[src/mlls_pkg.sv]
`default_nettype none
// ----------------------------------------------------------------------------
// mlls_pkg: shared types and constants for the multi-list linked store
// Field widths of the transaction ports, operation and status codes, the
// sequencer state type and the result record.
// ----------------------------------------------------------------------------
package mlls_pkg;

  // Field widths of the transaction ports.
  localparam int FUNC_W  = 2;
  localparam int LIST_W  = 6;
  localparam int POS_W   = 10;
  localparam int VALUE_W = 32;
  localparam int LEN_W   = 11;
  localparam int NODE_W  = 10;
  localparam int STAT_W  = 2;

  // Operation codes. The unused code behaves as a count query.
  typedef enum logic [FUNC_W-1:0] {
    FUNC_APPEND = 2'd0,
    FUNC_READ   = 2'd1,
    FUNC_COUNT  = 2'd2
  } func_t;

  // Result status codes.
  typedef enum logic [STAT_W-1:0] {
    STAT_OK       = 2'd0,
    STAT_BAD_LIST = 2'd1,
    STAT_FULL     = 2'd2,
    STAT_BAD_POS  = 2'd3
  } status_t;

  // Sequencer states.
  typedef enum logic [2:0] {
    ST_CLEAR,
    ST_IDLE,
    ST_LOOKUP,
    ST_LINK,
    ST_WALK,
    ST_FINISH
  } state_t;

  // One result transaction.
  typedef struct packed {
    logic signed [VALUE_W-1:0] read_value;
    logic [LEN_W-1:0]          list_length;
    logic [NODE_W-1:0]         node_index;
    status_t                   status;
  } result_t;

endpackage
`default_nettype wire

[src/mlls_out.sv]
`default_nettype none
// ----------------------------------------------------------------------------
// mlls_out: result output register
// Holds one finished result on the output ports until it is taken, and
// accepts the next result in the cycle the current one leaves.
// ----------------------------------------------------------------------------
module mlls_out
  import mlls_pkg::*;
(
  input  wire logic                clk,
  input  wire logic                rst_n,
  input  wire logic                res_valid,
  output logic                     res_take,
  input  wire result_t             res,
  output logic                     out_valid,
  input  wire logic                out_stall,
  output logic signed [VALUE_W-1:0] out_read_value,
  output logic [LEN_W-1:0]         out_list_length,
  output logic [NODE_W-1:0]        out_node_index,
  output logic [STAT_W-1:0]        out_status
);

  logic    out_valid_r;
  result_t out_r;

  // The register is free when empty or when its transaction leaves now.
  assign res_take = !out_valid_r || !out_stall;

  // Valid flag.
  always_ff @(posedge clk) begin
    if (!rst_n) begin
      out_valid_r <= 1'b0;
    end else if (res_take) begin
      out_valid_r <= res_valid;
    end
  end

  // Result payload.
  always_ff @(posedge clk) begin
    if (res_take && res_valid) begin
      out_r <= res;
    end
  end

  assign out_valid       = out_valid_r;
  assign out_read_value  = out_r.read_value;
  assign out_list_length = out_r.list_length;
  assign out_node_index  = out_r.node_index;
  assign out_status      = out_r.status;

endmodule
`default_nettype wire

[config.mk]
export PLATFORM = sky130hd
export DESIGN_NAME = mlls_out
export DESIGN_NICKNAME = d
export VERILOG_FILES = /design/src/mlls_pkg.sv /design/src/mlls_out.sv
export SDC_FILE = /design/constraint.sdc
export NUM_CORES = 1
export LEC_CHECK = 0
export ABC_AREA = 1
export BUFFER_PORTS_ARGS = -buffer_cell sky130_fd_sc_hd__buf_2
export CAP_MARGIN = 20
export CELL_PAD_IN_SITES_DETAIL_PLACEMENT = 1
export CELL_PAD_IN_SITES_GLOBAL_PLACEMENT = 2
export CORE_MARGIN = 3
export CORE_UTILIZATION = 28
export DETAILED_ROUTE_END_ITERATION = 10
export PLACE_DENSITY_LB_ADDON = 0.25
export SYNTH_ARGS = -nofsm -noshare
export SYNTH_HDL_FRONTEND = slang
export SYNTH_SLANG_ARGS = --single-unit
[constraint.sdc]
create_clock -name clk -period 6.39 [get_ports clk]
set_clock_uncertainty 0.15 [all_clocks]
set_input_delay 1.278 -clock clk [delete_from_list [all_inputs] [get_ports clk]]
set_output_delay 1.278 -clock clk [all_outputs]
set_load 0.01 [all_outputs]
# Yosys cells after proc, flatten, opt, wreduce, memory -nomap -nowiden
# Cells that the tools add are included.
# word_totals
out_inout_bits,57
word_cells,9
ff_bits,56
inputBits,59
# classes
reduce_logical,4
# ops
cell,n
$logic_not A1 Y1,2
$logic_and A1 B1 Y1,1
$logic_or A1 B1 Y1,1

# Logic depth before layout (Yosys ltp)
# Gate-level depths: netlist (run 1).
# depth
word_depth,3
mapped_depth,2
mapped_depth_nobuf,2

# Worst setup path before layout (run 1)
# No wires, ideal clock.
# synth_timing
path_kind,input-to-reg
startpoint,input res_valid
endpoint,"register out_r, in the netlist out_list_length[0], enable pin"
setup_ns,0.486
path_slack_ns,1.743
required_ns,5.754
arrival_time_ns,4.011
path_stages,2
n_path_buf,0
cell_sequence,inv_1 a21oi_1
# synth_via
elab_chain_len,1
# synth_rtl
item,line,text
"start, declared",mlls_out.sv:12,"input wire logic res_valid,"
$logic_and A1 B1 Y1,mlls_out.sv:40,if (res_take && res_valid) begin
"end signal, assigned",mlls_out.sv:41,out_r <= res;
"end, declared",mlls_out.sv:24,result_t out_r;
# No other way between the ends.
# A chain may end at the register's enable or synchronous reset.

# Final worst setup path (run 1)
# layout_timing
startpoint,input out_stall
endpoint,output res_take
# layout_via
elab_chain_len,2
# layout_rtl
item,line,text
"start, declared",mlls_out.sv:16,"input wire logic out_stall,"
$logic_not A1 Y1,mlls_out.sv:27,assign res_take = !out_valid_r || !out_stall;
$logic_or A1 B1 Y1,mlls_out.sv:27,
"end, declared",mlls_out.sv:13,"output logic res_take,"
# No other way between the ends.

==> metrics, run 1 <==
Gate power share 8.4%; Setup crit start out_stall; Starting Density 29.9%; DRT iter0 DRCs 49; clock latency on the worst-skew pair 0.29 ns; PD cells 286 nW/um2; Slew headroom 43.2%; via count 1,046; MaxCap Viol Count 0; P_sw 143 uW; FF-to-FF Start out_valid; status finished, final reports clean; Antenna diodes 0; count of hold buffers inserted by post-cts repair 0; share of power burned in registers 60.9%; Core ar. 5680 um2; YS warnings 0; Synth Area in XOR/XNOR 0%; final-report setup violation count 0; simple-gate portion of the synthesized area 0.368%; CP max FO 2; cells taking the most area after synthesis edfxtp_1 (97%), dfxtp_1 (1.2%), a21oi_2 (0.52%); via density per instance 4.07; share of layout cells above drive strength 1 67.6%; largest family of logic cells by synthesized area compound AO/OA/AOI/OAI gates; CTS-repair resized insts 0; Wirelength per Cell 15.3 um; post-route ant nets 0; placed cell count 249; mux cell area share after synthesis 0%; io pins 116; Seq/Total Area, Yosys 98.4%; hpwl dp 3130 um; Layout fillers 605; Post-Synth Adder-Cell Area 0%; cells after synthesis 61; clock root buffer clkbuf_8; largest net degree at the start of global routing 30; drt total wl 3930 um; met3 usage 5.63%; Worst-Margin Slew 0.850 ns; area leader, netlist edfxtp_1; compound-gate portion of the synthesized area 0.810%; kind of critical path in2out; hold crit path type reg2reg; CTS tree yes; gr busiest metal met2; Clk pwr share 30.7%; Area growth syn-to-layout 46.5%; Max VDD drop 0.000106 V; H-tree depth 2; internal cell power 570 uW; CTS Buf Count 5; Chip Width 83.9 um; first-pass GRT wire length 5890 um; die area 7040 um2; Total GRT Usage 10.9%; Reg area 1670 um2; final hold vios 0; Pre-antenna DRT Iters 2; maximum clock rate 329 MHz; worst path required time 4.96 ns; Slew Limit Fails 0; Setup crit start kind input port; most common cell after layout, fill and taps aside buf_2; RSZ-0062 raised after global routing false; initial antenna violation count 0; Post-Syn Area 1700 um2; number of global-route vias before repair 1,136; CP arrival 1.61 ns; switch share 20.1%; Remaining Overflow, GRT 0; most frequent cells in the layout buf_2 (115), edfxtp_1 (55), clkbuf_8 (5), inv_1 (2), clkinv_1 (2); hold path startpoint out_valid; post-route minimum period 3.04 ns; final cell count without fillers 257; #FFs+latches synth 56; top cell type's share of synthesized area 97.2%; num rows 27; post-route clock period utilization 47.5%; RD Place Congestion 0.750; setup TNS 0 ns; Residual DRC 0; clk slew on worst S/H paths 0.09 ns; Nets 243; Synthesized Nets 120; CTS max path bufs 2; GR Util met2 18.4%; CTS sink count 56; Die Y-Extent 83.9 um; met1 GRT Util 12.1%; unique cell type count in the Yosys netlist 6; Overall Power 712 uW; I/O Buffers 115; Synth Area per Inst 27.9 um2; crit end category output pin; leakage power 1.07 nW; # Post-CTS Setup Buffers 0; area of the multi-input gates 31.3 um2
[final timing paths]
kind | slack [ns] | depth (start not counted) | endpoint
max | 3.35 | 3 | res_take
min | 0.37 | 2 | out_valid
max reg2reg | 4.36 | 2 | out_list_length[8]
min reg2reg | 0.37 | 2 | out_valid
[synth_stat cells]
master,number
edfxtp_1,55
inv_1,2
a21oi_1,1
a21oi_2,1
dfxtp_1,1
nand2_2,1
[cells by family after synthesis]
| family | after synthesis |
|---|---|
| AO/OA/AOI/OAI | 2 |
| buffers and inverters | 2 |
| flip-flops | 56 |
| AND/OR/NAND/NOR | 1 |
[per-stage QoR]
step                      area (um2)  worst slack, ns  hold WS (ns)  utilization, %
after floorplan                 1700             1.74         0.387               -
after global placement          2380             3.34         0.346            42.0
after detailed placement        2380             3.23         0.365            42.0
after CTS                       2490             3.35         0.380            43.9
after global routing            2490             3.32         0.408            43.9
final                           2490             3.35         0.372            43.9
[layer usage]
metal,part of all wire [%],vias to the layer above
met2,49,76
met3,11,4
met5,0,-
li1,-,485
met4,0.56,0
met1,39,481
[worst max-delay path, cell delays in order]
cell,delay [ns]
buf_2,0.12
nand2_2,0.07
buf_2,0.14
[cell type report]
cell class                      count  share of cell area [%]
Timing Repair Buffer              116                    23.4
Tap cell                           72                    3.62
Clock inverter                      3                    1.51
Sequential cell                    56                    67.1
Multi-Input combinational cell      3                    1.26
Clock buffer                        5                    2.76
Inverter                            2                   0.302
[power groups by stage]
stage	sequential [mW]	clock, mW	combinational (mW)
6_report	0.434	0.219	0.0598
5_1_grt	0.436	0.243	0.0656
4_1_cts	0.434	0.229	0.0620
3_5_place_dp	0.443	0	0.0620
3_3_place_gp	0.441	0	0.0597
2_1_floorplan	0.456	0	0.00743
[sequential cells by signal (all words and copies together), names as in the netlist]
signal           count
out_list_length     11
out_read_value      32
out_node_index      10
out_valid            1
out_status           2
Note: power is estimated with default switching activity, not from simulation.
==> run 2: changes to the inputs <==
CORE_UTILIZATION = 24   (was 28)
clock period = 2.54 ns   (was 6.39 ns; I/O delays follow)
==> run 2 against run 1 <==
Against the previous run:
- sequential cell count unchanged
- register-to-register slack got worse by 3.1 ns
- critical path type is now reg2out
- via count about the same
- critical path depth decreased by 1
==> metrics, run 2 (same netlist as run 1, synthesis figures left out) <==
status finished, final reports clean (unchanged); MaxCap Viol Count 0 (unchanged); CTS sink count 56 (unchanged); kind of critical path reg2out (was in2out); CP max FO 3 (was 2); hold crit path type in2reg (was reg2reg); I/O Buffers 115 (unchanged); worst path required time 1.88 ns (was 4.96 ns); H-tree depth 2 (unchanged); clock latency on the worst-skew pair 0.29 ns (about the same); Starting Density 24.9% (was 29.9%); first-pass GRT wire length 5820 um (was 5890 um); leakage power 1.07 nW (about the same); Core ar. 6830 um2 (was 5680 um2); setup ws final 0.951 ns (was 3.35 ns); largest net degree at the start of global routing 56 (was 30); Setup crit start kind register (was input port); Max VDD drop 0.000325 V (was 0.000106 V); Total GRT Usage 9.26% (was 10.9%); CTS tree yes (unchanged); most frequent cells in the layout buf_2 (115), edfxtp_1 (55), clkbuf_8 (5), inv_1 (2) (was buf_2 (115), edfxtp_1 (55), clkbuf_8 (5), inv_1 (2), clkinv_1 (2)); clk slew on worst S/H paths 0.10 ns (was 0.09 ns); RSZ-0062 raised after global routing false (unchanged); crit end category output pin (unchanged); post-route ant nets 0 (unchanged); final-report setup violation count 0 (unchanged); CP arrival 0.93 ns (was 1.61 ns); final hold vios 0 (unchanged); post-placement setup slack 0.926 ns (was 3.23 ns); setup TNS 0 ns (unchanged); io pins 116 (unchanged); Reg area 1670 um2 (unchanged); Slew headroom 80.6% (was 43.2%); clock root buffer clkbuf_8 (unchanged); CTS max path bufs 2 (unchanged); # Post-CTS Setup Buffers 0 (unchanged); Slew Limit Fails 0 (unchanged); Area growth syn-to-layout 49.3% (was 46.5%); most common cell after layout, fill and taps aside buf_2 (unchanged); post-route clock period utilization 62.6%; count of hold buffers inserted by post-cts repair 0 (unchanged); Worst-Margin Slew 0.290 ns (was 0.850 ns); RD Place Congestion 0.665 (was 0.750); Die Y-Extent 90.1 um (was 83.9 um); Residual DRC 0 (unchanged); initial antenna violation count 0 (unchanged); die area 8130 um2 (was 7040 um2); Remaining Overflow, GRT 0 (unchanged); Wirelength per Cell 13.4 um (was 15.3 um); DRT iter0 DRCs 34 (was 49); area of the multi-input gates 31.3 um2 (unchanged); Layout fillers 736 (was 605); drt total wl 3760 um (was 3930 um); share of layout cells above drive strength 1 68.6% (was 67.6%); Nets 243 (unchanged); PD cells 714 nW/um2 (was 286 nW/um2); maximum clock rate 629 MHz; via density per instance 3.73 (was 4.07); max FFs per register 32 (unchanged); number of global-route vias before repair 1,180 (was 1,136); CTS-repair resized insts 0 (unchanged); Pre-antenna DRT Iters 2 (unchanged); CTS Buf Count 5 (unchanged); via count 1,047 (was 1,046); Antenna diodes 0 (unchanged); num rows 30 (was 27); Chip Width 90.1 um (was 83.9 um); post-route minimum period 1.59 ns
## run 2: per-stage QoR
stage | power, mW | hold slack, ns | cell area [um2] | std cells | utilization (%)
after floorplan | 1.16 | 0.420 | 1710 | 61 | -
after global placement | 1.26 | 0.344 | 2430 | 273 | 35.5
after detailed placement | 1.27 | 0.361 | 2430 | 273 | 35.5
after CTS | 1.85 | 0.207 | 2540 | 281 | 37.1
after global routing | 1.89 | 0.204 | 2540 | 281 | 37.1
final | 1.81 | 0.225 | 2540 | 281 | 37.1
## run 2: worst max-delay path: stages (launching register included)
cell	delay (ns)
dfxtp_1	0.42
nand2_2	0.08
buf_2	0.14
## run 2: metal layers
layer | track usage (%) | wire [um] | vias up
li1 | - | - | 484
met1 | 9.29 | 1350 | 497
met2 | 16.7 | 2020 | 64
met3 | 4.18 | 364 | 2
met4 | 3.44 | 29 | 0
met5 | 0 | 0 | -
## run 2: area by class of cell
type | instances | share of cell area [%]
inverter | 2 | 0.296
sequential | 56 | 65.9
multi-input combinational | 3 | 1.23
tap | 96 | 4.73
timing repair buffer | 116 | 23.5
clock buffer | 5 | 2.71
clock inverter | 3 | 1.68
## run 2: final timing paths
path / end / slack (ns) / startpoint / cells after the start
max: res_take / 0.95 / out_valid / 2
min: out_read_value[24] / 0.23 / res[47] / 1
max reg2reg: out_list_length[1] / 1.24 / out_valid / 2
min reg2reg: out_valid / 0.38 / out_valid / 2
## run 2: power breakdown
part / internal (mW) / leakage (nW) / total [mW] / switching, mW
clock: 0.292 / 0.0541 / 0.569 / 0.277
sequential: 1.08 / 0.540 / 1.09 / 0.0120
combinational: 0.0702 / 0.479 / 0.154 / 0.0834
total: 1.44 / 1.07 / 1.81 / 0.372
