[src/mlls_pkg.sv]
`default_nettype none
// ----------------------------------------------------------------------------
// mlls_pkg: shared types and constants for the multi-list linked store
// Field widths of the transaction ports, operation and status codes, the
// sequencer state type and the result record.
// ----------------------------------------------------------------------------
package mlls_pkg;

  // Field widths of the transaction ports.
  localparam int FUNC_W  = 2;
  localparam int LIST_W  = 6;
  localparam int POS_W   = 10;
  localparam int VALUE_W = 32;
  localparam int LEN_W   = 11;
  localparam int NODE_W  = 10;
  localparam int STAT_W  = 2;

  // Operation codes. The unused code behaves as a count query.
  typedef enum logic [FUNC_W-1:0] {
    FUNC_APPEND = 2'd0,
    FUNC_READ   = 2'd1,
    FUNC_COUNT  = 2'd2
  } func_t;

  // Result status codes.
  typedef enum logic [STAT_W-1:0] {
    STAT_OK       = 2'd0,
    STAT_BAD_LIST = 2'd1,
    STAT_FULL     = 2'd2,
    STAT_BAD_POS  = 2'd3
  } status_t;

  // Sequencer states.
  typedef enum logic [2:0] {
    ST_CLEAR,
    ST_IDLE,
    ST_LOOKUP,
    ST_LINK,
    ST_WALK,
    ST_FINISH
  } state_t;

  // One result transaction.
  typedef struct packed {
    logic signed [VALUE_W-1:0] read_value;
    logic [LEN_W-1:0]          list_length;
    logic [NODE_W-1:0]         node_index;
    status_t                   status;
  } result_t;

endpackage
`default_nettype wire

[src/mlls_seq.sv]
`default_nettype none
// ----------------------------------------------------------------------------
// mlls_seq: operation sequencer for the multi-list linked store
// Clears the list table after reset, looks up the addressed list, performs
// appends as a read-modify-write of the old tail node and walks node links
// one per cycle for reads. Holds the fill pointer and the read cursor.
// ----------------------------------------------------------------------------
module mlls_seq
  import mlls_pkg::*;
#(
  parameter int NODES = 1024,
  parameter int LISTS = 64
) (
  input  wire logic                                         clk,
  input  wire logic                                         rst_n,
  // Incoming transaction
  input  wire logic                                         in_valid,
  output logic                                              in_ready,
  input  wire logic [FUNC_W-1:0]                            func,
  input  wire logic [LIST_W-1:0]                            list_id,
  input  wire logic [POS_W-1:0]                             position,
  input  wire logic signed [VALUE_W-1:0]                    item_value,
  // List table RAM
  output logic                                              lt_we,
  output logic [((LISTS > 1) ? $clog2(LISTS) : 1)-1:0]      lt_waddr,
  output logic [$clog2(NODES+1)+2*$clog2(NODES)-1:0]        lt_wdata,
  output logic [((LISTS > 1) ? $clog2(LISTS) : 1)-1:0]      lt_raddr,
  input  wire logic [$clog2(NODES+1)+2*$clog2(NODES)-1:0]   lt_rdata,
  // Node store RAM
  output logic                                              nd_we,
  output logic [$clog2(NODES)-1:0]                          nd_waddr,
  output logic [$clog2(NODES)+VALUE_W-1:0]                  nd_wdata,
  output logic [$clog2(NODES)-1:0]                          nd_raddr,
  input  wire logic [$clog2(NODES)+VALUE_W-1:0]             nd_rdata,
  // Finished result
  output logic                                              res_valid,
  input  wire logic                                         res_take,
  output result_t                                           res
);

  localparam int NodeAw = $clog2(NODES);
  localparam int CntW   = $clog2(NODES + 1);
  localparam int ListAw = (LISTS > 1) ? $clog2(LISTS) : 1;
  localparam int LtW    = CntW + 2 * NodeAw;
  localparam int NdW    = NodeAw + VALUE_W;

  state_t                     state_r, state_nxt;
  logic [CntW-1:0]            fill_r, fill_nxt;
  logic [LIST_W-1:0]          cur_list_r, cur_list_nxt;
  logic [NodeAw-1:0]          cur_pos_r, cur_pos_nxt;
  logic [NodeAw-1:0]          cur_node_r, cur_node_nxt;
  logic [ListAw-1:0]          clr_r, clr_nxt;
  logic [FUNC_W-1:0]          func_r, func_nxt;
  logic [LIST_W-1:0]          lst_r, lst_nxt;
  logic [POS_W-1:0]           pos_r, pos_nxt;
  logic signed [VALUE_W-1:0]  val_r, val_nxt;
  logic [NodeAw-1:0]          node_r, node_nxt;
  logic [NodeAw-1:0]          tail_r, tail_nxt;
  logic [NodeAw-1:0]          steps_r, steps_nxt;
  result_t                    res_r, res_nxt;

  // Fields of the list table entry and of the node entry.
  logic [CntW-1:0]            lt_cnt;
  logic [NodeAw-1:0]          lt_head;
  logic [NodeAw-1:0]          lt_tail;
  logic [NodeAw-1:0]          nd_link;
  logic [VALUE_W-1:0]         nd_value;

  // Decoded conditions of the lookup cycle.
  logic                       list_ok;
  logic                       store_full;
  logic                       pos_ok;
  logic                       cursor_hit;
  logic [NodeAw-1:0]          fresh;
  logic [NodeAw-1:0]          pos_n;

  assign lt_cnt   = lt_rdata[LtW-1 -: CntW];
  assign lt_head  = lt_rdata[2*NodeAw-1 -: NodeAw];
  assign lt_tail  = lt_rdata[NodeAw-1:0];
  assign nd_link  = nd_rdata[NdW-1 -: NodeAw];
  assign nd_value = nd_rdata[VALUE_W-1:0];

  assign list_ok    = (32'(lst_r) < 32'(LISTS));
  assign store_full = (fill_r == CntW'(NODES));
  assign pos_ok     = (32'(pos_r) < 32'(lt_cnt));
  assign fresh      = NodeAw'(fill_r);
  assign pos_n      = NodeAw'(pos_r);
  assign cursor_hit = (cur_list_r == lst_r) && (cur_pos_r <= pos_n);

  assign res = res_r;

  // State register.
  always_ff @(posedge clk) begin
    if (!rst_n) begin
      state_r <= ST_CLEAR;
    end else begin
      state_r <= state_nxt;
    end
  end

  // Control registers: fill pointer, read cursor and clearing counter.
  always_ff @(posedge clk) begin
    if (!rst_n) begin
      fill_r     <= '0;
      cur_list_r <= '0;
      cur_pos_r  <= '0;
      cur_node_r <= '0;
      clr_r      <= '0;
    end else begin
      fill_r     <= fill_nxt;
      cur_list_r <= cur_list_nxt;
      cur_pos_r  <= cur_pos_nxt;
      cur_node_r <= cur_node_nxt;
      clr_r      <= clr_nxt;
    end
  end

  // Transaction payload and working registers.
  always_ff @(posedge clk) begin
    func_r  <= func_nxt;
    lst_r   <= lst_nxt;
    pos_r   <= pos_nxt;
    val_r   <= val_nxt;
    node_r  <= node_nxt;
    tail_r  <= tail_nxt;
    steps_r <= steps_nxt;
    res_r   <= res_nxt;
  end

  // Next state, memory accesses and results.
  always_comb begin
    state_nxt    = state_r;
    fill_nxt     = fill_r;
    cur_list_nxt = cur_list_r;
    cur_pos_nxt  = cur_pos_r;
    cur_node_nxt = cur_node_r;
    clr_nxt      = clr_r;
    func_nxt     = func_r;
    lst_nxt      = lst_r;
    pos_nxt      = pos_r;
    val_nxt      = val_r;
    node_nxt     = node_r;
    tail_nxt     = tail_r;
    steps_nxt    = steps_r;
    res_nxt      = res_r;

    in_ready  = 1'b0;
    res_valid = 1'b0;
    lt_we     = 1'b0;
    lt_waddr  = ListAw'(lst_r);
    lt_wdata  = '0;
    lt_raddr  = ListAw'(lst_r);
    nd_we     = 1'b0;
    nd_waddr  = fresh;
    nd_wdata  = {{NodeAw{1'b0}}, val_r};
    nd_raddr  = node_r;

    unique case (state_r)
      // Zero every list count after reset, one entry per cycle.
      ST_CLEAR: begin
        lt_we    = 1'b1;
        lt_waddr = clr_r;
        lt_wdata = '0;
        clr_nxt  = clr_r + 1'b1;
        if (clr_r == ListAw'(LISTS - 1)) begin
          state_nxt = ST_IDLE;
        end
      end

      // Take a transaction and start the list table read.
      ST_IDLE: begin
        in_ready = 1'b1;
        lt_raddr = ListAw'(list_id);
        if (in_valid) begin
          func_nxt  = func;
          lst_nxt   = list_id;
          pos_nxt   = position;
          val_nxt   = item_value;
          state_nxt = ST_LOOKUP;
        end
      end

      // The list entry is available: decide the operation.
      ST_LOOKUP: begin
        res_nxt.read_value  = '0;
        res_nxt.list_length = LEN_W'(lt_cnt);
        res_nxt.node_index  = '0;
        res_nxt.status      = STAT_OK;
        state_nxt           = ST_FINISH;
        if (!list_ok) begin
          res_nxt.list_length = '0;
          res_nxt.status      = STAT_BAD_LIST;
        end else begin
          unique case (func_r)
            FUNC_APPEND: begin
              if (store_full) begin
                res_nxt.status = STAT_FULL;
              end else begin
                // The new node is written now; its link is never followed.
                nd_we               = 1'b1;
                nd_waddr            = fresh;
                nd_wdata            = {{NodeAw{1'b0}}, val_r};
                lt_we               = 1'b1;
                lt_waddr            = ListAw'(lst_r);
                fill_nxt            = fill_r + 1'b1;
                node_nxt            = fresh;
                cur_list_nxt        = lst_r;
                res_nxt.list_length = LEN_W'(lt_cnt + 1'b1);
                res_nxt.node_index  = NODE_W'(fresh);
                if (lt_cnt == '0) begin
                  lt_wdata     = {lt_cnt + 1'b1, fresh, fresh};
                  cur_pos_nxt  = '0;
                  cur_node_nxt = fresh;
                end else begin
                  // Fetch the old tail so that its link can be rewritten.
                  lt_wdata     = {lt_cnt + 1'b1, lt_head, fresh};
                  cur_pos_nxt  = NodeAw'(lt_cnt - 1'b1);
                  cur_node_nxt = lt_tail;
                  tail_nxt     = lt_tail;
                  nd_raddr     = lt_tail;
                  state_nxt    = ST_LINK;
                end
              end
            end
            FUNC_READ: begin
              if (!pos_ok) begin
                res_nxt.status = STAT_BAD_POS;
              end else begin
                // Walk from the cursor when reading forward in its list.
                cur_list_nxt = lst_r;
                cur_pos_nxt  = pos_n;
                if (cursor_hit) begin
                  node_nxt  = cur_node_r;
                  nd_raddr  = cur_node_r;
                  steps_nxt = pos_n - cur_pos_r;
                end else begin
                  node_nxt  = lt_head;
                  nd_raddr  = lt_head;
                  steps_nxt = pos_n;
                end
                state_nxt = ST_WALK;
              end
            end
            default: begin
              // Count query: the length is already set.
            end
          endcase
        end
      end

      // Link the old tail to the new node, keeping the tail's value.
      ST_LINK: begin
        nd_we     = 1'b1;
        nd_waddr  = tail_r;
        nd_wdata  = {node_r, nd_value};
        state_nxt = ST_FINISH;
      end

      // One link per cycle; the data of node_r is on the read port.
      ST_WALK: begin
        if (steps_r == '0) begin
          res_nxt.read_value = signed'(nd_value);
          res_nxt.node_index = NODE_W'(node_r);
          cur_node_nxt       = node_r;
          state_nxt          = ST_FINISH;
        end else begin
          node_nxt  = nd_link;
          nd_raddr  = nd_link;
          steps_nxt = steps_r - 1'b1;
        end
      end

      // Hand the result to the output register.
      ST_FINISH: begin
        res_valid = 1'b1;
        if (res_take) begin
          state_nxt = ST_IDLE;
        end
      end

      default: begin
        state_nxt = ST_IDLE;
      end
    endcase
  end

  // The walk counts down by one per cycle.
  a_walk_countdown: assert property (@(posedge clk) disable iff (!rst_n)
    (state_r == ST_WALK) && (steps_r != '0) |=>
      (state_r == ST_WALK) && (steps_r == NodeAw'($past(steps_r) - 1'b1)))
    else $error("walk step counter did not count down");

  // A finished walk leaves the cursor on the position read.
  a_cursor_pos: assert property (@(posedge clk) disable iff (!rst_n)
    (state_r == ST_WALK) && (steps_r == '0) |=>
      (cur_pos_r == NodeAw'(pos_r)) && (cur_list_r == lst_r))
    else $error("cursor does not match the finished read");

  // The fill pointer never passes the store size.
  a_fill_bound: assert property (@(posedge clk) disable iff (!rst_n)
    fill_r <= CntW'(NODES))
    else $error("fill pointer beyond the node store");

  // A successful append advances the fill pointer by exactly one.
  a_fill_step: assert property (@(posedge clk) disable iff (!rst_n)
    (state_r == ST_LOOKUP) && list_ok && (func_r == FUNC_APPEND) && !store_full |=>
      fill_r == CntW'($past(fill_r) + 1'b1))
    else $error("append did not advance the fill pointer");

endmodule
`default_nettype wire

[config.mk]
export PLATFORM = sky130hd
export DESIGN_NAME = mlls_seq
export DESIGN_NICKNAME = d
export VERILOG_FILES = /design/src/mlls_pkg.sv /design/src/mlls_seq.sv
export SDC_FILE = /design/constraint.sdc
export NUM_CORES = 1
export LEC_CHECK = 0
export BUFFER_PORTS_ARGS = -buffer_cell sky130_fd_sc_hd__buf_2
export CAP_MARGIN = 10
export CORE_MARGIN = 2
export CORE_UTILIZATION = 50
export DETAILED_ROUTE_END_ITERATION = 7
export GPL_ROUTABILITY_DRIVEN = 1
export HOLD_SLACK_MARGIN = 0.1
export PLACE_DENSITY = 0.77
export SETUP_SLACK_MARGIN = 0.4
export SLEW_MARGIN = 40
export SYNTH_ARGS = -nofsm -noshare
export SYNTH_HDL_FRONTEND = slang
export SYNTH_SLANG_ARGS = --single-unit
[constraint.sdc]
create_clock -name clk -period 5.7 [get_ports clk]
set_input_delay 0.285 -clock clk [delete_from_list [all_inputs] [get_ports clk]]
set_output_delay 0.285 -clock clk [all_outputs]
set_load 0.01 [all_outputs]
# [After elaboration in Yosys (flattened, before gate mapping)]
# Index checks and enable logic that the tools add are counted.
[totals] ff_bits=181 in_bits=127 output_inout_bits=164 word_cells=123
[op_classes] addsub=6 order_cmp=2 eq_ne=22 mux=58 n_bitwise=2 reduce_logical=16
[ops] cell="$mux W10" n=18
[ops] cell="$pmux W10 S2" n=8
[ops] cell="$mux W31" n=3
[ops] cell="$pmux W32 S2" n=1
[ops] cell="$mux W21" n=2
[ops] cell="$mux W42" n=1
[ops] cell="$mux W32" n=1
[ops] cell="$mux W6" n=4
[ops] cell="$add A11 B1 Y11 const B" n=2
[ops] cell="$mux W20" n=1
[ops] cell="$reduce_and A4 Y1" n=5
[ops] cell="$sub A10 B1 Y10 const B" n=2
[ops] cell="$mux W3" n=6
[ops] cell="$ne A2 B2 Y1 const B" n=9
[ops] cell="$pmux W3 S6" n=1
[ops] cell="$pmux W6 S2" n=1
[ops] cell="$eq A11 B11 Y1 const B" n=1
[ops] cell="$logic_not A11 Y1" n=1
[ops] cell="$lt A10 B11 Y1" n=1
[ops] cell="$le A10 B10 Y1" n=1
[ops] cell="$logic_not A10 Y1" n=1
[ops] cell="$sub A10 B10 Y10" n=1
[ops] cell="$add A6 B1 Y6 const B" n=1
[ops] cell="$eq A3 B2 Y1 const B" n=2
[ops] cell="20 further kinds" n=32

# [Depth between registers and ports, before layout]
# Gate-level depths: netlist (run 1).
[depth] depth_word=6 ltp_mapped=12 depth_no_buf=10

# [Least setup slack after synthesis (run 1)]
# Ideal clock, no wire load.
[synth_path] path_type="register to register" startpoint="register steps_r[5]" endpoint="register res_r, in the netlist res[10] (enable)" setup_time_ps=500 arrival_time_ps=4614 t_required_ps=5200 setup_slack_ps=586 path_stages_with_launch=5 path_buffers=1 period_less_slack_ps=5114 path_cell_list="edfxtp_1 -> or4_1 -> or4_1 -> buf_2 -> o21ai_0"
[synth_between] elab_chain_cells=3
[synth_lines] element="from (decl)" line="mlls_seq.sv:59" source="logic [NodeAw-1:0] steps_r, steps_nxt;"
[synth_lines] element="from (signal assigned)" line="mlls_seq.sv:126" source="steps_r <= steps_nxt;"
[synth_lines] element="$logic_not A10 Y1" line="mlls_seq.sv:261" source="if (steps_r == '0) begin"
[synth_lines] element="$ne A2 B2 Y1 (no source line)"
[synth_lines] element="$reduce_and A2 Y1 (no source line)"
[synth_lines] element="to (signal assigned)" line="mlls_seq.sv:127" source="res_r <= res_nxt;"
[synth_lines] element="to (decl)" line="mlls_seq.sv:60" source="result_t res_r, res_nxt;"
# Every way passes these cells.
# A chain may end at the register's enable or synchronous reset.

# [Worst setup path after layout (run 1)]
[layout_path] startpoint="register pos_r[0] (netlist: pos_n[0])" endpoint="output port nd_raddr[6]"
[layout_between] elab_chain_cells=6 elab_cells_between_ends=7 classes_between="order compare: 2; mux: 4; reduce/logical: 1"
[layout_lines] element="from (decl)" line="mlls_seq.sv:55" source="logic [POS_W-1:0] pos_r, pos_nxt;"
[layout_lines] element="from (signal assigned)" line="mlls_seq.sv:122" source="pos_r <= pos_nxt;"
[layout_lines] element="$le A10 B10 Y1" line="mlls_seq.sv:88" source="assign cursor_hit = (cur_list_r == lst_r) && (cur_pos_r <= pos_n);"
[layout_lines] element="$logic_and A1 B1 Y1" line="mlls_seq.sv:88"
[layout_lines] element="$mux W10" line="mlls_seq.sv:232" source="if (cursor_hit) begin"
[layout_lines] element="$mux W10 *" line="mlls_seq.sv:226" source="if (!pos_ok) begin"
[layout_lines] element="$pmux W10 S2 *" line="mlls_seq.sv:194" source="unique case (func_r)"
[layout_lines] element="$pmux W10 S2 *" line="mlls_seq.sv:158" source="unique case (state_r)"
[layout_lines] element="to (decl)" line="mlls_seq.sv:33" source="output logic [$clog2(NODES)-1:0] nd_raddr,"
# Every way passes the cells marked *; elsewhere a longest branch is shown, timed or not.

==> results of run 1 <==
## Yosys cell counts, types with 5 or more instances
cell	n	area, um2
clkbuf_1	64	240
nor2_1	61	229
ha_1	26	325
mux2_2	16	180
a21oi_1	54	270
nor3_1	15	75.1
nor4_1	6	37.5
o221a_2	5	56.3
and3_1	55	344
o211ai_1	6	45.0
nor2b_1	23	144
a2bb2oi_1	6	52.6
a311oi_1	10	87.6
a22oi_1	5	37.5
mux2i_1	38	380
inv_1	30	113
o211a_1	7	70.1
buf_2	7	35.0
nand3_1	38	190
dfxtp_1	46	921
nand2_1	243	912
o21ai_0	32	160
or3_1	8	50.1
xor2_1	13	114
and2_1	26	163
edfxtp_1	135	4050
xnor2_1	46	403
## flip-flops by register name, summed over array words and instances (netlist names), 6 cells and up
name / count
cur_list_r: 6
pos_n: 10
clr_r: 6
fill_r: 11
tail_r: 10
cur_pos_r: 10
res: 55
cur_node_r: 10
lst_r: 6
val_r: 32
node_r: 10
steps_r: 10
## routing by layer
| layer | GRT usage [%] | vias to the layer above |
|---|---|---|
| met5 | 0 | - |
| met4 | 12.8 | 0 |
| met3 | 6.82 | 98 |
| met2 | 47.3 | 570 |
| met1 | 41.0 | 4600 |
| li1 | - | 4531 |
## metrics by stage
step,cells,total power (uW)
after floorplan,1103,1500
after global placement,1603,1560
after detailed placement,1604,1570
after CTS,1693,2820
after global routing,1697,2900
final,1697,2810
## cell type report
class	count	area (um2)
repair buffers	370	2220
flip-flops and latches	181	4970
diodes	1	2.50
multi-input cells	813	4980
inverters	30	113
well taps	270	338
clock inverters	15	200
clock buffers	17	425
fillers	1676	7050
## how the worst max path moves through the flow
stage | start | endpoint | slack (ns) | cells past startpoint
floorplan | steps_r[5]$_DFFE_PP_ | res[10]$_DFFE_PP_ | 0.59 | 4
global placement | lt_rdata[21] | nd_raddr[5] | 2.19 | 11
detailed placement | lt_rdata[20] | nd_raddr[5] | 2.17 | 11
global route | pos_n[0]$_DFFE_PP_ | nd_raddr[6] | 1.71 | 12
finish | pos_n[0]$_DFFE_PP_ | nd_raddr[6] | 1.84 | 12
CTS | pos_n[0]$_DFFE_PP_ | nd_raddr[6] | 1.88 | 12
## critical path, delay by kind of cell, from the launching register on
family | cells | cell delay (ns)
and+or+nand+nor | 1 | 0.17
DFF | 1 | 0.42
AOI/OAI and AO/OA | 5 | 0.87
buffers and inverters | 3 | 0.60
adders and majority gates | 2 | 0.63
muxes | 1 | 0.42
## power by group through the flow
stage	Clock (uW)	Combinational [uW]	Sequential, uW
5_1_grt	1310	179	1410
6_report	1240	166	1410
2_1_floorplan	0	57.4	1440
3_5_place_dp	0	129	1440
4_1_cts	1250	161	1410
3_3_place_gp	0	127	1440
## cells by family (layout without fill, tap and decap cells)
| logic type | count (synthesis) | after routing | synth area share, % |
|---|---|---|---|
| compound gates | 170 | 170 | 11.2 |
| xor+xnor | 59 | 59 | 4.98 |
| fa+ha+maj | 27 | 27 | 3.33 |
| buf+inv | 109 | 432 | 4.28 |
| flops | 181 | 181 | 48.0 |
| mux | 54 | 54 | 5.41 |
| other cells | 0 | 1 | 0 |
| simple gates | 503 | 503 | 22.8 |
## timing repair
action                                  in CTS  in global routing
resized for setup                            0                  0
hold buffers                                57                  3
endpoints found under the setup margin       0                  0
hold endpoints to repair                    57                  3
==> metrics.md, run 1 <==
| Metric | Value |
|---|---|
| Total CTS buffers | `17` |
| Routed wire per std cell | `19.9 um` |
| Vias in the first global route | `9165` |
| Crit-path slowest cell | `edfxtp_1` |
| Met3 wire length | `3.12 mm` |
| Internal power | `2130 uW` |
| NetSw | `681 uW` |
| Wirelength, routed | `33.9 mm` |
| HP Start | `res_take` |
| Net Sw Frac | `24.2%` |
| Hold Path Depth | `4` |
| Final count of pins violating max slew | `0` |
| GPL Wtd Cong | `0.969` |
| DPL Wire Length | `23.9 mm` |
| Total GRT Usage | `30.3%` |
| Static Leak | `0.00595 uW` |
| Met1 wire length | `13.6 mm` |
| PortBufs | `290` |
| Max-cap viol count | `0` |
| CP required | `5.41 ns` |
| Wire length on met2 | `15.8 mm` |
| Final instance area | `13300 um2` |
| Row cnt | `52` |
| Clock skew | `0.0107 ns` |
| Starting Density | `51.1%` |
| H-tree Lvls | `4` |
| Routed Antenna Nets | `0` |
| Seq/Total Area, Yosys | `48.0%` |
| PnR worst setup slack | `1.84 ns` |
| Actual slew at the worst max-slew pin | `0.858 ns` |
| Seq pwr share | `50.0%` |
| Share of cells above drive strength 1 | `26.6%` |
| Post-synth EDFFs | `135` |
| Worst vdd ir | `0.203 mV` |
| Reg clk slew, reported paths | `0.08 ns` |
| Gate Count Post-Synth | `1103` |
| DR vias/cell | `5.77` |
| Most common cell after layout, fill and taps aside | `buf_2` |
| Clock sinks | `181` |
| Post-CTS setup buffers | `0` |
| Fmax | `259 MHz` |
| NumNets Final | `1567` |
| First-pass GRT wire length | `51.4 mm` |
| Clk_lat worst skew | `0.44 ns` |
| Crit Path Class | `reg2out` |
| CP Cell Sequence | `inv_1 -> ha_1 -> fa_1 -> nor2b_1 -> o21ai_0 -> a31oi_1 -> o311a_1 -> buf_4 -> mux2_2 -> a221oi_1 -> a21oi_1 -> buf_2` |
| Syn-to-layout area delta | `27.8%` |
| Power Dens Cells | `212 nW/um2` |
| Pre-CTS WS | `2.17 ns` |
| Sum Neg Setup Slack | `0 ns` |
| Critical path endpoint category | `primary output` |
| R2R Path Start | `pos_n[0]$_DFFE_PP_` |
| Worst min path class | `in2reg` |
| Die width | `148 um` |
| Placement-stage cell area | `12000 um2` |
| Synth Cell Area | `10400 um2` |
| Period minus WS final | `3.86 ns` |
| Synthesized area per cell | `9.40 um2` |
| DRT iter0 DRCs | `925` |
| Most frequent cells in the layout | `buf_2, nand2_1, edfxtp_1, dlygate4sd3_1, nor2_1` |
| Final setup violation count | `0` |
| Core Util, Final | `65.3%` |
| Slowest stage delay, CP | `0.42 ns` |
| Comb pwr share | `5.9%` |
| FF-to-FF path depth | `11` |
| Total nets after synthesis | `1257` |
| R2R Setup Slk | `2.54 ns` |
| Core box area | `20300 um2` |
| Synth Warn # | `0` |
| Via Count | `9799` |
| Largest net degree at the start of global routing | `51` |
| RSZ-0062 raised after global routing | `false` |
| Post-synthesis cell type count | `72` |
| R2r endpoint | `node_r[6]$_DFFE_PP_` |
| Root buffer cell | `clkbuf_16` |
| Status | `complete, no violations` |
| Die Y-Extent | `148 um` |
| Die area | `21900 um2` |
| CTS Buffer Depth | `2` |
| Dominant synthesized flop cell | `edfxtp_1` |
| CP Launch Type | `flop` |
| Final Hold Vio Count | `0` |
| First drt pass iteration count | `7` |
| DRC Markers | `0` |
| Clk network pwr share | `44.1%` |
| Crit-path max FO | `22` |
| Grt total ovfl | `0` |
| Antenna violations before repair | `1` |
| Post-synth ARST share | `0%` |
| Period utilisation layout | `67.7%` |
| CTS tree | `yes` |
| Critical Path AT | `3.57 ns` |
| Worst rel slew slack | `42.8%` |
| I/O pins | `291` |
| Final hold slack | `0.157 ns` |
| Top layer reached by signal wires | `met4` |
| Register bit total from synthesis | `181` |
| WHS Endpoint | `state_r[2]$_SDFFE_PN0P_` |
(Power assumes the default switching activity.)
==> run 2, diff against run 1 <==
--- a/config.mk
+++ b/config.mk
@@ -5,10 +5,11 @@
 export SDC_FILE = /design/constraint.sdc
 export NUM_CORES = 1
 export LEC_CHECK = 0
+export ABC_AREA = 1
 export BUFFER_PORTS_ARGS = -buffer_cell sky130_fd_sc_hd__buf_2
 export CAP_MARGIN = 10
 export CORE_MARGIN = 2
-export CORE_UTILIZATION = 50
+export CORE_UTILIZATION = 48
 export DETAILED_ROUTE_END_ITERATION = 7
 export GPL_ROUTABILITY_DRIVEN = 1
 export HOLD_SLACK_MARGIN = 0.1
==> constraint.sdc (replaced) <==
create_clock -name clk -period 3.35 [get_ports clk]
set_input_delay 0.1675 -clock clk [delete_from_list [all_inputs] [get_ports clk]]
set_output_delay 0.1675 -clock clk [all_outputs]
set_load 0.01 [all_outputs]
==> run 2 against run 1 <==
Non-clock buffer count rose by 49; register-to-register slack worse by 1.9 ns; critical path depth increased by 2; worst setup slack worse by 1.3 ns; clock skew increased by 0.0062 ns; hold slack worse by 0.012 ns; clock-buffer cell count stayed put; synthesized cell count up 23%; area after synthesis up 1.2%; critical path type unchanged; critical endpoint is now nd_raddr[7].
==> metrics.md, run 2 <==
| Metric | Value |
|---|---|
| Final setup violation count | `0 (unchanged)` |
| CP Launch Type | `flop` |
| Final instance area | `14100 um2 (+6.2%)` |
| Final count of pins violating max slew | `0 (unchanged)` |
| Antenna violations before repair | `1 (unchanged)` |
| Crit Path Class | `reg2out` |
| Die width | `152 um (+2.6%)` |
| PnR worst setup slack | `0.499 ns (-1.34 ns)` |
| Gate Count Post-Synth | `1359 (+23%)` |
| RSZ-0062 raised after global routing | `true` |
| Worst rel slew slack | `50.2% (+7.4 points)` |
| Power Dens Cells | `336 nW/um2 (+58%)` |
| PortBufs | `290 (unchanged)` |
| Total nets after synthesis | `1513 (+20%)` |
| Critical path endpoint category | `primary output` |
| Pre-CTS WS | `0.518 ns (-1.66 ns)` |
| Wirelength, routed | `36.6 mm (+8.2%)` |
| Synth top area cells | `edfxtp_1, nand2_1, dfxtp_1, nor2_1, o21ai_0` |
| DRC Markers | `0 (unchanged)` |
| Area share of the largest cell type after synthesis | `38.6% (-0.47 points)` |
| Total GRT Usage | `30.8% (+0.46 points)` |
| Routed wire per std cell | `18.0 um (-9.8%)` |
| DRT iter0 DRCs | `1143 (+24%)` |
| Actual slew at the worst max-slew pin | `0.747 ns (-0.111 ns)` |
| CTS Buffer Depth | `2 (unchanged)` |
| Most common cell after layout, fill and taps aside | `nand2_1` |
| First-pass GRT wire length | `56.8 mm (+11%)` |
| Critical Path AT | `2.68 ns (-0.89 ns)` |
| Period utilisation layout | `85.1%` |
| Starting Density | `48.5% (-2.5 points)` |
| Most numerous cell in the Yosys netlist | `nand2_1` |
| Clock skew | `0.0170 ns (+0.00624 ns)` |
| I/O pins | `291 (unchanged)` |
| GPL Wtd Cong | `0.955 (-1.4%)` |
| Synth Cell Area | `10500 um2 (+1.2%)` |
| CTS tree | `yes` |
| Dominant synthesized flop cell | `edfxtp_1` |
| H-tree Lvls | `4 (unchanged)` |
| Max-cap viol count | `0 (unchanged)` |
| Post-synthesis cell type count | `47 (-35%)` |
| Sum Neg Setup Slack | `0 ns (unchanged)` |
| Post-synth EDFFs | `135 (unchanged)` |
| Status | `complete, no violations` |
| CP required | `3.18 ns (-2.23 ns)` |
| Routed Antenna Nets | `0 (unchanged)` |
| Row cnt | `54 (+3.8%)` |
| Period minus WS final | `2.85 ns` |
| Static Leak | `0.00648 uW (+9.0%)` |
| Die area | `23100 um2 (+5.3%)` |
| Synth area leader | `edfxtp_1` |
| Max FFs per register | `55 (unchanged)` |
| Post-synth ARST share | `0% (unchanged)` |
| Die Y-Extent | `152 um (+2.6%)` |
| Placement-stage cell area | `12200 um2 (+1.7%)` |
| Clk_lat worst skew | `0.45 ns (about the same)` |
| Clock sinks | `181 (unchanged)` |
| Total CTS buffers | `17 (unchanged)` |
| Synthesized area per cell | `7.72 um2 (-18%)` |
| Fmax | `351 MHz` |
| Worst min path class | `in2reg` |
| Synth Warn # | `0 (unchanged)` |
| Worst vdd ir | `0.352 mV (+74%)` |
| DPL Wire Length | `25.7 mm (+7.5%)` |
| Final hold slack | `0.145 ns (-0.0116 ns)` |
| Register bit total from synthesis | `181 (unchanged)` |
| Seq/Total Area, Yosys | `47.4% (-0.58 points)` |
| Reg clk slew, reported paths | `0.08 ns (about the same)` |
| Fill count | `1763 (+5.2%)` |
| Final Hold Vio Count | `0 (unchanged)` |
| Most frequent cells in the layout | `nand2_1, buf_2, nor2_1, inv_1, edfxtp_1` |
| Crit-path max FO | `6 (-73%)` |
| Syn-to-layout area delta | `34.1%` |
| NumNets Final | `1897 (+21%)` |
| Largest net degree at the start of global routing | `61 (+20%)` |
| Grt total ovfl | `0 (unchanged)` |
| DR vias/cell | `5.46 (-5.5%)` |
| Top cells by count, synth | `nand2_1, nor2_1, inv_1` |
| Share of cells above drive strength 1 | `25.5% (-1.2 points)` |
| Via Count | `11100 (+13%)` |
| Core box area | `21600 um2 (+6.5%)` |
| Vias in the first global route | `10600 (+16%)` |
| First drt pass iteration count | `6 (-1)` |
| Root buffer cell | `clkbuf_16` |
==> run 2: changes by cell type in the layout (fill, tap and decap cells not counted), sizes merged, moves of 28 or more <==
cell,change
and2,-28
and3,-55
dlygate4sd3,+39
inv,+137
mux2i,-38
nand2,+149
nand3,+55
nor2,+103
o21ai,+91
xnor2,-42
==> run 2: layout make-up <==
type / instances / area (um2) / share of cell area [%]
clock buffers: 17 / 425 / 3.02
multi-input cells: 954 / 4810 / 34.2
repair buffers: 419 / 2700 / 19.2
diodes: 1 / 2.50 / 0.0178
well taps: 280 / 350 / 2.49
inverters: 169 / 638 / 4.53
clock inverters: 15 / 159 / 1.13
flip-flops and latches: 181 / 4970 / 35.4
repair inverters: 1 / 7.51 / 0.0533
==> run 2: layer usage <==
metal	wire length, um	part of all wire [%]	global-route usage, %
met5	0	0	0
met2	17100	47	50.8
met3	3540	9.7	6.27
met4	1920	5.3	16.2
met1	14100	39	38.3
==> run 2: path summary, 6_finish.rpt <==
check,to,cells after the start,slack (ns),startpoint
max,nd_raddr[7],14,0.50,pos_n[5]$_DFFE_PP_
min,res[22]$_DFFE_PP_,3,0.15,lt_rdata[30]
max reg2reg,cur_list_r[1]$_SDFFE_PN0P_,13,0.63,pos_n[5]$_DFFE_PP_
min reg2reg,cur_pos_r[3]$_SDFFE_PN0P_,2,0.47,cur_pos_r[3]$_SDFFE_PN0P_
==> run 2: cells by family after synthesis <==
group	synth area share (%)
fa+ha+maj	3.29
simple gates	27.1
compound gates	11.9
flops	47.4
buf+inv	8.62
xor+xnor	1.67
==> run 2: through the flow <==
step / total power, uW / util (%) / instances
finish: 4730 / 65.1 / 2037
global route: 4860 / 65.1 / 2037
CTS: 4740 / 63.9 / 2025
global placement: 2670 / 56.5 / 1892
floorplan: 2550 / - / 1359
detailed placement: 2670 / 56.5 / 1893
==> run 2: timing repair <==
item                                    4_1_cts  5_1_grt
cloned                                        0        2
endpoints found under the setup margin       17       14
pin swaps                                     1        6
hold endpoints to repair                     99        0
hold buffers                                 99        0
gates resized for setup                       6       33
buffers inserted                              1        9
==> run 2: report_power, final <==
part | switching (uW) | internal, uW | leakage [uW]
clock network | 1000 | 1000 | 0.000285
logic | 159 | 173 | 0.00462
registers | 2.91 | 2390 | 0.00158
total | 1160 | 3570 | 0.00648
==> run 2: worst max-delay path, stage by stage, from the launching register on <==
cell        delay, ns
edfxtp_1         0.50
ha_1             0.32
nand2_1          0.09
inv_1            0.05
nand2_1          0.06
nand2_1          0.04
nand2_1          0.07
nand3_2          0.12
nand2_4          0.15
clkinvlp_4       0.25
nand2_1          0.15
nand3_1          0.10
nand2_1          0.07
nand3_1          0.08
buf_2            0.17
==> run 3, diff against run 2 <==
--- a/config.mk
+++ b/config.mk
@@ -8,12 +8,14 @@
 export ABC_AREA = 1
 export BUFFER_PORTS_ARGS = -buffer_cell sky130_fd_sc_hd__buf_2
 export CAP_MARGIN = 10
+export CELL_PAD_IN_SITES_DETAIL_PLACEMENT = 1
+export CELL_PAD_IN_SITES_GLOBAL_PLACEMENT = 1
 export CORE_MARGIN = 2
-export CORE_UTILIZATION = 48
+export CORE_UTILIZATION = 34
 export DETAILED_ROUTE_END_ITERATION = 7
 export GPL_ROUTABILITY_DRIVEN = 1
 export HOLD_SLACK_MARGIN = 0.1
-export PLACE_DENSITY = 0.77
+export PLACE_DENSITY_LB_ADDON = 0.1
 export SETUP_SLACK_MARGIN = 0.4
 export SLEW_MARGIN = 40
 export SYNTH_ARGS = -nofsm -noshare
==> run 3 against run 2 <==
Combinational power shrank 1%; register-to-register slack gained 0.02 ns; clock-buffer cell count is the same; sequential power is essentially flat; fmax grew 1.6%; sequential share of layout area shrank 0.83 points; hold slack lost 0.019 ns; global-route usage shrank 4.7 points; total power grew 1.3%; first-iteration DRC count shrank 45%; worst setup slack gained 0.044 ns; critical path type unchanged; critical endpoint is now nd_we; highest routed layer unchanged.
==> metrics.md, run 3 (synthesis results as in run 2) <==
| Metric | Value |
|---|---|
| Status | `complete, no violations` |
| Slowest stage delay, CP | `0.40 ns (-0.10 ns)` |
| Wire length on met2 | `20.2 mm (+18%)` |
| Top layer reached by signal wires | `met4` |
| Antenna violations before repair | `0 (-1)` |
| Largest net degree at the start of global routing | `61 (unchanged)` |
| Total CTS buffers | `17 (unchanged)` |
| Worst rel slew slack | `40.9% (-9.3 points)` |
| Met1 wire length | `19.3 mm (+37%)` |
| Max FFs per register | `55 (unchanged)` |
| Wirelength, routed | `42.6 mm (+16%)` |
| Syn-to-layout area delta | `37.3%` |
| Grt total ovfl | `0 (unchanged)` |
| Period utilisation layout | `83.8% (-1.3 points)` |
| Crit Path Class | `reg2out` |
| Most used cell, CP | `inv_2` |
| Share of cells above drive strength 1 | `26.1% (+0.62 points)` |
| Final instance area | `14400 um2 (+2.4%)` |
| Via Count | `10900 (-2.1%)` |
| Vias in the first global route | `11200 (+5.4%)` |
| # diodes | `0 (-1)` |
| CP Launch Type | `flop` |
| First-pass GRT wire length | `65.4 mm (+15%)` |
| Met3 wire length | `2.23 mm (-37%)` |
| Crit-path max FO | `19 (+13)` |
| CTS Buffer Depth | `2 (unchanged)` |
| Die width | `180 um (+18%)` |
| Final Hold Vio Count | `0 (unchanged)` |
| Fmax | `356 MHz (+1.6%)` |
| H-tree Lvls | `4 (unchanged)` |
| Crit-path slowest cell | `inv_2` |
| First drt pass iteration count | `5 (-1)` |
| Final setup violation count | `0 (unchanged)` |
| Root buffer cell | `clkbuf_16` |
| Worst vdd ir | `0.312 mV (-11%)` |
| Clock skew | `0.0157 ns (-0.00129 ns)` |
| Power Dens Cells | `333 nW/um2 (-1.0%)` |
| Routed Antenna Nets | `0 (unchanged)` |
| Starting Density | `34.4% (-14 points)` |
| Die area | `32300 um2 (+40%)` |
| NumNets Final | `1914 (+0.90%)` |
| Static Leak | `0.00658 uW (+1.6%)` |
| CP required | `3.18 ns (about the same)` |
| Clock sinks | `181 (unchanged)` |
| Max-cap viol count | `0 (unchanged)` |
| Most frequent cells in the layout | `nand2_1, buf_2, nor2_1, inv_1, edfxtp_1` |
| Fill count | `3785 (+110%)` |
| Crit path max-delay family | `simple AND/OR/NAND/NOR gates` |
| Most common cell after layout, fill and taps aside | `nand2_1` |
| Worst min path class | `in2reg` |
| Core box area | `30500 um2 (+41%)` |
| Actual slew at the worst max-slew pin | `0.886 ns (+0.139 ns)` |
| Period minus WS final | `2.81 ns (-0.0435 ns)` |
| GPL Wtd Cong | `0.868 (-9.1%)` |
| Row cnt | `64 (+19%)` |
| Clk_lat worst skew | `0.44 ns (about the same)` |
| DPL Wire Length | `30.2 mm (+18%)` |
| DR vias/cell | `5.02 (-8.0%)` |
| CTS tree | `yes` |
| Critical Path AT | `2.64 ns (-0.04 ns)` |
| RSZ-0062 raised after global routing | `true` |
| DRT iter0 DRCs | `631 (-45%)` |
| Routed wire per std cell | `19.7 um (+9.3%)` |
| Reg clk slew, reported paths | `0.07 ns (about the same)` |
| Die Y-Extent | `180 um (+18%)` |
| CP Cell Sequence | `inv_2 -> ha_1 -> nand3_1 -> nor2_1 -> nand2_2 -> nand2_4 -> nor2_4 -> inv_2 -> nand2_1 -> buf_2` |
| Total GRT Usage | `26.1% (-4.7 points)` |
| Critical path endpoint category | `primary output` |
| DRC Markers | `0 (unchanged)` |
| Final count of pins violating max slew | `0 (unchanged)` |
| Worst path bufs/invs | `3 (unchanged)` |
| PortBufs | `290 (unchanged)` |
| Placement-stage cell area | `12400 um2 (+1.7%)` |
| Sum Neg Setup Slack | `0 ns (unchanged)` |
| I/O pins | `291 (unchanged)` |
-- run 3: worst paths after layout --
check	startpoint	end	slack (ns)	cells past startpoint
setup / recovery	fill_r[0]$_SDFFE_PN0P_	nd_we	0.54	10
hold / removal	lt_rdata[24]	res[16]$_DFFE_PP_	0.13	3
setup reg to reg	pos_n[5]$_DFFE_PP_	steps_r[1]$_DFFE_PP_	0.65	12
hold reg to reg	cur_pos_r[3]$_SDFFE_PN0P_	cur_pos_r[3]$_SDFFE_PN0P_	0.47	2
-- run 3: stage by stage --
stage,utilization (%),std cells,power (uW),setup WS [ns],hold slack (ns)
after CTS,46.1,2149,4830,0.372,0.110
after detailed placement,40.7,2016,2670,0.593,0.346
after floorplan,-,1359,2550,0.727,0.266
after global routing,47.2,2168,4960,0.353,0.123
after global placement,40.7,2016,2670,0.595,0.345
final,47.2,2168,4790,0.543,0.127
-- run 3: cell type report --
class,instances,area [um2],share of cell area (%)
Clock buffer,17,425,2.95
Inverter,169,638,4.43
Tap cell,396,495,3.44
Multi-Input combinational cell,954,4830,33.5
Clock inverter,14,160,1.11
Timing Repair Buffer,437,2890,20.0
Sequential cell,181,4970,34.5
-- run 3: what timing repair did --
action	CTS	global route
gates resized for setup	8	40
hold buffers	99	0
endpoints found under the hold margin	99	0
cloned	0	2
setup buffers	3	17
pin swaps	0	9
endpoints found under the setup margin	10	21
-- run 3: layer usage --
metal	vias up	track usage [%]
met1	5249	34.5
met2	343	44.7
met4	0	7.06
met5	-	0
met3	48	3.83
li1	5242	-
-- run 3: worst min-delay path: cells and delay by family --
| family | cells | cell delay, ns |
|---|---|---|
| AO/OA/AOI/OAI | 1 | 0.06 |
| buffers and inverters | 1 | 0.15 |
| AND/OR/NAND/NOR | 1 | 0.07 |
-- run 3: where the power goes --
group | internal (uW) | leakage (uW) | switching, uW
combinational | 173 | 0.00473 | 155
sequential | 2390 | 0.00158 | 3.08
clock | 1060 | 0.000279 | 1010
total | 3630 | 0.00658 | 1170
